[config.mk]
export PLATFORM = sky130hd
export DESIGN_NAME = nmea_sentence_checksum_framer_flat
export DESIGN_NICKNAME = d
export VERILOG_FILES = /design/src/sv/nsc_pkg.sv /design/src/sv/nsc_if.sv /design/src/sv/nmea_sentence_checksum_framer.sv /design/src/sv/nsc_front.sv /design/src/sv/nsc_framer.sv /design/src/flat_wrapper.sv
export SDC_FILE = /design/constraint.sdc
export NUM_CORES = 1
export LEC_CHECK = 0
export BUFFER_PORTS_ARGS = -buffer_cell sky130_fd_sc_hd__buf_2
export CORE_MARGIN = 5
export CORE_UTILIZATION = 52
export CTS_CLUSTER_SIZE = 30
export DETAILED_ROUTE_END_ITERATION = 8
export PLACE_DENSITY = 0.8
export SYNTH_ARGS = -nofsm -noshare
export SYNTH_HDL_FRONTEND = slang
export SYNTH_SLANG_ARGS = --single-unit
export TNS_END_PERCENT = 30
[constraint.sdc]
create_clock -name clk -period 3 [get_ports clk]
set_clock_uncertainty 0.05 [all_clocks]
set_input_delay 0.75 -clock clk [delete_from_list [all_inputs] [get_ports clk]]
set_output_delay 0.75 -clock clk [all_outputs]
set_load 0.01 [all_outputs]
[src/sv/nsc_pkg.sv]
`timescale 1ns / 1ps
// ----------------------------------------------------------------------------
// nsc_pkg: shared types and constants of the sentence checksum framer
// Character codes, phase codes, the length limit and the result word layout.
// ----------------------------------------------------------------------------
package nsc_pkg;

  localparam int MAX_LEN = 1023;
  localparam int COUNT_W = 10;
  localparam int COUNT_CAP = (1 << COUNT_W) - 1;
  localparam logic [COUNT_W-1:0] LEN_LIMIT =
    COUNT_W'((MAX_LEN < COUNT_CAP) ? MAX_LEN : COUNT_CAP);

  // character codes
  localparam logic [7:0] CH_DOLLAR = 8'h24;
  localparam logic [7:0] CH_STAR   = 8'h2A;
  localparam logic [7:0] CH_0      = 8'h30;
  localparam logic [7:0] CH_9      = 8'h39;
  localparam logic [7:0] CH_LA     = 8'h61;
  localparam logic [7:0] CH_LF     = 8'h66;
  localparam logic [7:0] CH_UA     = 8'h41;
  localparam logic [7:0] CH_UF     = 8'h46;

  // framer phases
  localparam logic [1:0] PH_OUTSIDE = 2'd0;
  localparam logic [1:0] PH_PAYLOAD = 2'd1;
  localparam logic [1:0] PH_HIGH    = 2'd2;
  localparam logic [1:0] PH_LOW     = 2'd3;

  typedef struct packed {
    logic               is_end;
    logic [7:0]         data;
    logic [7:0]         residual;
    logic               checksum_ok;
    logic [COUNT_W-1:0] length;
    logic               overflow;
    logic               bad_hex;
  } result_t;

  typedef struct packed {
    logic       valid;
    logic [3:0] nib;
  } hex_digit_t;

  // Decode one hex character; a non-hex character gives nibble 0, not valid.
  function automatic hex_digit_t hex_decode(input logic [7:0] c);
    hex_digit_t d;
    d.valid = 1'b1;
    d.nib   = 4'd0;
    if (c >= CH_0 && c <= CH_9) begin
      d.nib = 4'(c - CH_0);
    end else if (c >= CH_LA && c <= CH_LF) begin
      d.nib = 4'(c - CH_LA + 8'd10);
    end else if (c >= CH_UA && c <= CH_UF) begin
      d.nib = 4'(c - CH_UA + 8'd10);
    end else begin
      d.valid = 1'b0;
    end
    return d;
  endfunction

endpackage

[src/sv/nsc_if.sv]
`timescale 1ns / 1ps
// ----------------------------------------------------------------------------
// nsc_in_if / nsc_out_if: valid/ready channels of the framer
// One received character in, one payload byte or end report out.
// ----------------------------------------------------------------------------
interface nsc_in_if;
  logic       valid;
  logic       ready;
  logic [7:0] rx_byte;

  modport source (output valid, output rx_byte, input ready);
  modport sink   (input valid, input rx_byte, output ready);
endinterface

interface nsc_out_if;
  logic       valid;
  logic       ready;
  logic       is_end;
  logic [7:0] data;
  logic [7:0] residual;
  logic       checksum_ok;
  logic [9:0] length;
  logic       overflow;
  logic       bad_hex;

  modport source (output valid, output is_end, output data, output residual,
                  output checksum_ok, output length, output overflow,
                  output bad_hex, input ready);
  modport sink   (input valid, input is_end, input data, input residual,
                  input checksum_ok, input length, input overflow,
                  input bad_hex, output ready);
endinterface

[src/sv/nmea_sentence_checksum_framer.sv]
`timescale 1ns / 1ps
// ----------------------------------------------------------------------------
// nmea_sentence_checksum_framer: NMEA 0183 sentence framer with checksum
// Forwards payload bytes and emits one end report per sentence.
// ----------------------------------------------------------------------------
// Usage:
//   in_bus  carries one received character per word (rx_byte).
//   out_bus carries a payload byte (is_end = 0) or an end-of-sentence report
//   (is_end = 1) with residual, checksum_ok, length, overflow and bad_hex.
//   Characters outside a sentence, the '$' opener, the '*' and the first
//   checksum digit produce no output word.
// Timing:
//   One character per cycle sustained unless out_bus stalls. An accepted
//   word sits in the input register, is processed by the framer logic and,
//   if it makes an output word, is loaded into the output register.
// Reset:
//   rst_n (synchronous, active low) empties both registers and returns the
//   framer to waiting for '$'.
// Stall:
//   While out_bus.ready is low a pending result is held; the input register
//   still drains characters that make no output, and in_bus.ready drops only
//   when the held character would produce a word that has nowhere to go.
// ----------------------------------------------------------------------------
module nmea_sentence_checksum_framer (
  input  logic             clk,
  input  logic             rst_n,
  nsc_in_if.sink           in_bus,
  nsc_out_if.source        out_bus
);
  import nsc_pkg::*;

  logic       stg_vld;
  logic [7:0] stg_byte;
  logic       take;
  logic       has_res;
  result_t    res;
  logic       out_valid_r, out_valid_nxt;
  result_t    out_r;
  logic       load;

  nsc_front u_front (
    .clk      (clk),
    .rst_n    (rst_n),
    .in_valid (in_bus.valid),
    .in_ready (in_bus.ready),
    .in_byte  (in_bus.rx_byte),
    .take     (take),
    .vld_r    (stg_vld),
    .byte_r   (stg_byte)
  );

  nsc_framer u_framer (
    .clk     (clk),
    .rst_n   (rst_n),
    .step    (take),
    .rx_byte (stg_byte),
    .has_res (has_res),
    .res     (res)
  );

  // consume the staged word unless its result has no free slot
  assign take = stg_vld && (!has_res || !out_valid_r || out_bus.ready);
  assign load = take && has_res;

  always_comb begin
    out_valid_nxt = out_valid_r;
    if (load) begin
      out_valid_nxt = 1'b1;
    end else if (out_bus.ready) begin
      out_valid_nxt = 1'b0;
    end
  end

  always_ff @(posedge clk) begin
    if (!rst_n) begin
      out_valid_r <= 1'b0;
    end else begin
      out_valid_r <= out_valid_nxt;
    end
  end

  // hold the result word
  always_ff @(posedge clk) begin
    if (load) begin
      out_r <= res;
    end
  end

  assign out_bus.valid       = out_valid_r;
  assign out_bus.is_end      = out_r.is_end;
  assign out_bus.data        = out_r.data;
  assign out_bus.residual    = out_r.residual;
  assign out_bus.checksum_ok = out_r.checksum_ok;
  assign out_bus.length      = out_r.length;
  assign out_bus.overflow    = out_r.overflow;
  assign out_bus.bad_hex     = out_r.bad_hex;
endmodule

[src/sv/nsc_front.sv]
`timescale 1ns / 1ps
// ----------------------------------------------------------------------------
// nsc_front: input register of the framer
// Holds one received word until the framer stage consumes it.
// ----------------------------------------------------------------------------
module nsc_front (
  input  logic       clk,
  input  logic       rst_n,
  input  logic       in_valid,
  output logic       in_ready,
  input  logic [7:0] in_byte,
  input  logic       take,
  output logic       vld_r,
  output logic [7:0] byte_r
);
  logic vld_nxt;

  // accept a new word when empty or when the held word leaves this cycle
  assign in_ready = !vld_r || take;

  always_comb begin
    vld_nxt = vld_r;
    if (in_ready) begin
      vld_nxt = in_valid;
    end
  end

  always_ff @(posedge clk) begin
    if (!rst_n) begin
      vld_r <= 1'b0;
    end else begin
      vld_r <= vld_nxt;
    end
  end

  // hold the received character
  always_ff @(posedge clk) begin
    if (in_ready && in_valid) begin
      byte_r <= in_byte;
    end
  end
endmodule

[src/sv/nsc_framer.sv]
`timescale 1ns / 1ps
// ----------------------------------------------------------------------------
// nsc_framer: sentence state and checksum accumulation
// One step per character: phase tracking, XOR checksum, length count and
// the result word for payload bytes and end reports.
// ----------------------------------------------------------------------------
module nsc_framer (
  input  logic            clk,
  input  logic            rst_n,
  input  logic            step,
  input  logic [7:0]      rx_byte,
  output logic            has_res,
  output nsc_pkg::result_t res
);
  import nsc_pkg::*;

  logic [1:0]         phase_r, phase_nxt;
  logic [7:0]         acc_r, acc_nxt;
  logic [COUNT_W-1:0] count_r, count_nxt;
  logic               ovf_r, ovf_nxt;
  logic               bad_r, bad_nxt;
  hex_digit_t         hx;

  assign hx = hex_decode(rx_byte);

  // next state and result of one character
  always_comb begin
    phase_nxt = phase_r;
    acc_nxt   = acc_r;
    count_nxt = count_r;
    ovf_nxt   = ovf_r;
    bad_nxt   = bad_r;
    has_res   = 1'b0;
    res       = '0;
    case (phase_r)
      PH_OUTSIDE: begin
        if (rx_byte == CH_DOLLAR) begin
          acc_nxt   = '0;
          count_nxt = '0;
          ovf_nxt   = 1'b0;
          bad_nxt   = 1'b0;
          phase_nxt = PH_PAYLOAD;
        end
      end
      PH_PAYLOAD: begin
        if (rx_byte == CH_STAR) begin
          phase_nxt = PH_HIGH;
        end else begin
          acc_nxt = acc_r ^ rx_byte;
          // drop bytes past the limit, but keep them in the checksum
          if (count_r >= LEN_LIMIT) begin
            ovf_nxt = 1'b1;
          end else begin
            count_nxt = count_r + 1'b1;
            has_res   = 1'b1;
            res.data  = rx_byte;
          end
        end
      end
      PH_HIGH: begin
        bad_nxt   = bad_r | !hx.valid;
        acc_nxt   = acc_r ^ {hx.nib, 4'b0000};
        phase_nxt = PH_LOW;
      end
      PH_LOW: begin
        bad_nxt         = bad_r | !hx.valid;
        acc_nxt         = acc_r ^ {4'b0000, hx.nib};
        phase_nxt       = PH_OUTSIDE;
        has_res         = 1'b1;
        res.is_end      = 1'b1;
        res.residual    = acc_nxt;
        res.checksum_ok = (acc_nxt == 8'd0) && !bad_nxt && !ovf_r;
        res.length      = count_r;
        res.overflow    = ovf_r;
        res.bad_hex     = bad_nxt;
      end
      default: begin
        phase_nxt = PH_OUTSIDE;
      end
    endcase
  end

  // advance the state on each consumed character
  always_ff @(posedge clk) begin
    if (!rst_n) begin
      phase_r <= PH_OUTSIDE;
      acc_r   <= '0;
      count_r <= '0;
      ovf_r   <= 1'b0;
      bad_r   <= 1'b0;
    end else if (step) begin
      phase_r <= phase_nxt;
      acc_r   <= acc_nxt;
      count_r <= count_nxt;
      ovf_r   <= ovf_nxt;
      bad_r   <= bad_nxt;
    end
  end
endmodule

[src/flat_wrapper.sv]
// flat-port wrapper written by rule: the top's interface ports become plain ports
module nmea_sentence_checksum_framer_flat import nsc_pkg::*;
  (clk, rst_n, in_bus_valid, in_bus_rx_byte, in_bus_ready, out_bus_valid, out_bus_is_end, out_bus_data, out_bus_residual, out_bus_checksum_ok, out_bus_length, out_bus_overflow, out_bus_bad_hex, out_bus_ready);
  nsc_in_if in_bus_i ();
  nsc_out_if out_bus_i ();
  input  logic clk;
  input  logic rst_n;
  input wire logic [$bits(in_bus_i.valid)-1:0] in_bus_valid;
  input wire logic [$bits(in_bus_i.rx_byte)-1:0] in_bus_rx_byte;
  output wire logic [$bits(in_bus_i.ready)-1:0] in_bus_ready;
  output wire logic [$bits(out_bus_i.valid)-1:0] out_bus_valid;
  output wire logic [$bits(out_bus_i.is_end)-1:0] out_bus_is_end;
  output wire logic [$bits(out_bus_i.data)-1:0] out_bus_data;
  output wire logic [$bits(out_bus_i.residual)-1:0] out_bus_residual;
  output wire logic [$bits(out_bus_i.checksum_ok)-1:0] out_bus_checksum_ok;
  output wire logic [$bits(out_bus_i.length)-1:0] out_bus_length;
  output wire logic [$bits(out_bus_i.overflow)-1:0] out_bus_overflow;
  output wire logic [$bits(out_bus_i.bad_hex)-1:0] out_bus_bad_hex;
  input wire logic [$bits(out_bus_i.ready)-1:0] out_bus_ready;
  assign in_bus_i.valid = in_bus_valid;
  assign in_bus_i.rx_byte = in_bus_rx_byte;
  assign in_bus_ready = in_bus_i.ready;
  assign out_bus_valid = out_bus_i.valid;
  assign out_bus_is_end = out_bus_i.is_end;
  assign out_bus_data = out_bus_i.data;
  assign out_bus_residual = out_bus_i.residual;
  assign out_bus_checksum_ok = out_bus_i.checksum_ok;
  assign out_bus_length = out_bus_i.length;
  assign out_bus_overflow = out_bus_i.overflow;
  assign out_bus_bad_hex = out_bus_i.bad_hex;
  assign out_bus_i.ready = out_bus_ready;
  nmea_sentence_checksum_framer u_core (.clk(clk), .rst_n(rst_n), .in_bus(in_bus_i), .out_bus(out_bus_i));
endmodule
==> flow_metrics.tcl <==
set metrics [dict create \
    outcome "finished, final reports clean" \
    synth.net_count 333 \
    worst_path_most_repeated_cell "inv_1" \
    worstSetupStartpointType "flop" \
    postRouteWirelength_um 7110 \
    synth_compound_area_frac 0.198 \
    yosys-mux-area-fraction 0.00309 \
    report.final.hold_viol_count 0 \
    grt_first_pass_wirelength_um 11600 \
    pin_count_of_the_biggest_net_entering_global_routing 31 \
    critical_path_peak_fanout 5 \
    clk_transition_reported_paths_ns 0.08 \
    critical_path_required_ns 2.20 \
    yosys.area_share.xor_xnor 0.0135 \
    y_dimension_of_the_die_um 88.9 \
    synthArstFlopShare 0 \
    first_pass_iters 5 \
    setup-tns-final_ns 0 \
    ys_warn_count 0 \
    power-per-cell-area_nw_per_um2 479 \
    cell_by_cell_listing_of_the_critical_path "inv_1, ha_1, nand4bb_1, o21a_2, a21o_4, nand2_1, nor2_1, inv_1, buf_2" \
    antenna_found_initial 0 \
    synth_most_common_cell "edfxtp_1" \
    relSlewSlack 0.494 \
    pin_count 44 \
    final_layout_size_suffix_gt1_frac 0.243 \
    post-synth-top-area-fraction 0.353 \
    max-vdd-ir-drop_v 0.000296 \
    launch_point_of_the_worst_hold_path "u_core.u_framer.bad_r" \
    routed_wire_length_per_instance_um 15.8 \
    final-seq-area_sq_um 1620 \
    final_period_minus_worst_setup_slack_ns 2.87 \
    hpwl_um 5060 \
    critical_path.reg2reg.startpoint "u_core.u_front.byte_r[1]" \
    htreeDepth 3 \
    cp_slowest_cell "edfxtp_1" \
    synth_adder_area_share 0.0387 \
    place.port_buffers 43 \
    critical_path.top_delay_family "compound AO/OA/AOI/OAI gates" \
    gp_congestion 0.891 \
    layout.nets 391 \
    cell_at_the_root_of_the_clock_tree "clkbuf_8" \
    final.period_utilization 0.958 \
    register_bit_count_reported_by_yosys 62 \
    insertedDiodeCount 0 \
    initial_drt_markers 340 \
    numCtsBuffers 9 \
    core_sq_um 5990 \
    ys.flop_type "edfxtp_1" \
    route.antenna.remaining_nets 0 \
    worst_setup_path_end_kind "output pin" \
    count_of_flip_flops_with_a_built_in_enable_after_synthesis 38 \
    vias_per_cell 5.99 \
    cap_violations 0 \
    cp_num_buf_inv 3 \
    clock.fmax_mhz 348 \
    vias 2689 \
    fp-row-count 28 \
    grt_remaining_overflow 0 \
    post_synth_and_or_nand_nor_area_fraction 0.211 \
    highest_cell_delay_on_the_worst_timing_path_ns 0.38 \
    clk_path_buf_depth 2 \
    yosys_cell_types 62 \
    drc 0 \
    nFillCells 472 \
    leakagePower_uw 0.00152 \
    post-synth-top-area-cell "edfxtp_1" \
    layout.cell_area.non_filler_sq_um 3890 \
    gr-usage-all-layers 0.194 \
    reg2reg_slack_ns 0.21 \
    worst-endpoint-arrival_ns 2.07 \
    synth.top_cells.by_area "edfxtp_1, dfxtp_1, and2_1" \
    hp-class "reg -> reg" \
    tritoncts "yes" \
    postCtsHoldBufs 0 \
    first_global_vias 2377 \
    critical_path_class "reg -> out" \
    synthTopCellsByCount "edfxtp_1, dfxtp_1, a21oi_1" \
    post_syn_area_per_cell_sq_um 10.4 \
    cts_num_sinks 62 \
    dieWidth_um 88.9 \
    area.growth.synth_to_final_pct 20.2 \
    setup.worst_path.start "u_core.u_front.byte_r[0]" \
    clock_insertion_delay_worst_skew_ns 0.35 \
    effective_utilization_at_floorplan 0.540 \
    multi_input_comb_area_sq_um 1520 \
    placedInstanceArea_sq_um 3610 \
    netlist_instances 311 \
    drv_slew 0 \
    yosysSeqAreaShare 0.501 \
    synth_top_family_by_area "simple AND/OR/NAND/NOR gates" \
    worst_slew_pin_slew_ns 0.752 \
    synth_area_sq_um 3230 \
    grt_setup_unrepaired "no" \
    die_area_sq_um 7900 \
    timing.final.setup_violations 0 \
]
==> report_power, final <==
group / leakage (uW) / switching [uW] / internal (uW)
clock: 0.000111 / 335 / 546
combinational: 0.000831 / 43.8 / 29.7
sequential: 0.000578 / 5.72 / 903
==> metal layers <==
layer / wire length, um / track usage / vias up
li1: - / - / 1305
met1: 3200 / 0.264 / 1253
met2: 3250 / 0.296 / 121
met3: 547 / 0.0419 / 10
met4: 108 / 0.0865 / 0
met5: 0 / 0 / -
==> worst min-delay path: cells and delay by family, from the launching register on <==
| kind | cells | cell delay, ns |
|---|---|---|
| compound gates | 2 | 0.13 |
| flops | 1 | 0.33 |
==> final cells by class <==
type,instances,area share
well taps,75,0.0241
clock inverters,7,0.0290
repair buffers,63,0.0940
inverters,13,0.0125
clock buffers,9,0.0319
flip-flops and latches,62,0.417
multi-input cells,220,0.391
==> final timing paths <==
path                                     end  depth (start not counted)
setup / recovery                in_bus_ready                          9
hold / removal         u_core.u_framer.bad_r                          2
setup reg to reg  u_core.out_bus.checksum_ok                          9
hold reg to reg        u_core.u_framer.bad_r                          2
==> sequential cells by signal, indices dropped and copies added, names as in the netlist <==
name / flops
u_core.u_framer.bad_r: 1
u_core.u_front.byte_r: 8
u_core.u_framer.count_r: 10
u_core.u_front.vld_r: 1
u_core.u_framer.acc_r: 8
u_core.out_bus.valid: 1
u_core.u_framer.ovf_r: 1
u_core.out_bus.bad_hex: 1
u_core.out_bus.residual: 8
u_core.out_bus.checksum_ok: 1
u_core.out_bus.data: 8
u_core.out_bus.length: 10
u_core.out_bus.is_end: 1
u_core.out_bus.overflow: 1
u_core.u_framer.phase_r: 2
==> cell families (layout without fill, tap and decap cells) <==
logic type	Yosys count	in the layout
compound gates	87	87
flops	62	62
simple gates	117	117
xor+xnor	5	5
fa+ha+maj	10	10
buf+inv	29	92
mux	1	1
==> metrics by stage <==
stage	worst slack [ns]	total power (uW)	hold slack, ns	std cells	util
after detailed placement	0.163	998	0.437	430	0.603
after floorplan	0.183	971	0.402	311	-
after CTS	0.0571	1870	0.450	447	0.643
final	0.125	1860	0.449	449	0.649
after global routing	0.00295	1920	0.481	449	0.649
after global placement	0.175	997	0.435	430	0.603
==> cells in the final DEF, fill, tap and decap left out, drive strengths merged, types with 4 or more instances in the layout <==
cell type / n
xor2: 4
a2111oi: 4
o31ai: 8
o21ai: 10
or3: 4
buf: 63
and2: 21
nor2: 22
a21oi: 23
clkbuf: 9
inv: 13
edfxtp: 38
nand3: 7
nor3: 7
a221oi: 6
nor2b: 5
a211oi: 6
nand2: 16
and3: 5
dfxtp: 24
or4: 6
ha: 10
==> timing repair <==
| action | in CTS | in global routing |
|---|---|---|
| gates resized for setup | 0 | 4 |
| setup endpoints to repair | 1 | 1 |
| buffers inserted | 1 | 2 |
| cloned | 0 | 0 |
| pin swaps | 0 | 1 |
Note: power is estimated with default switching activity, not from simulation.
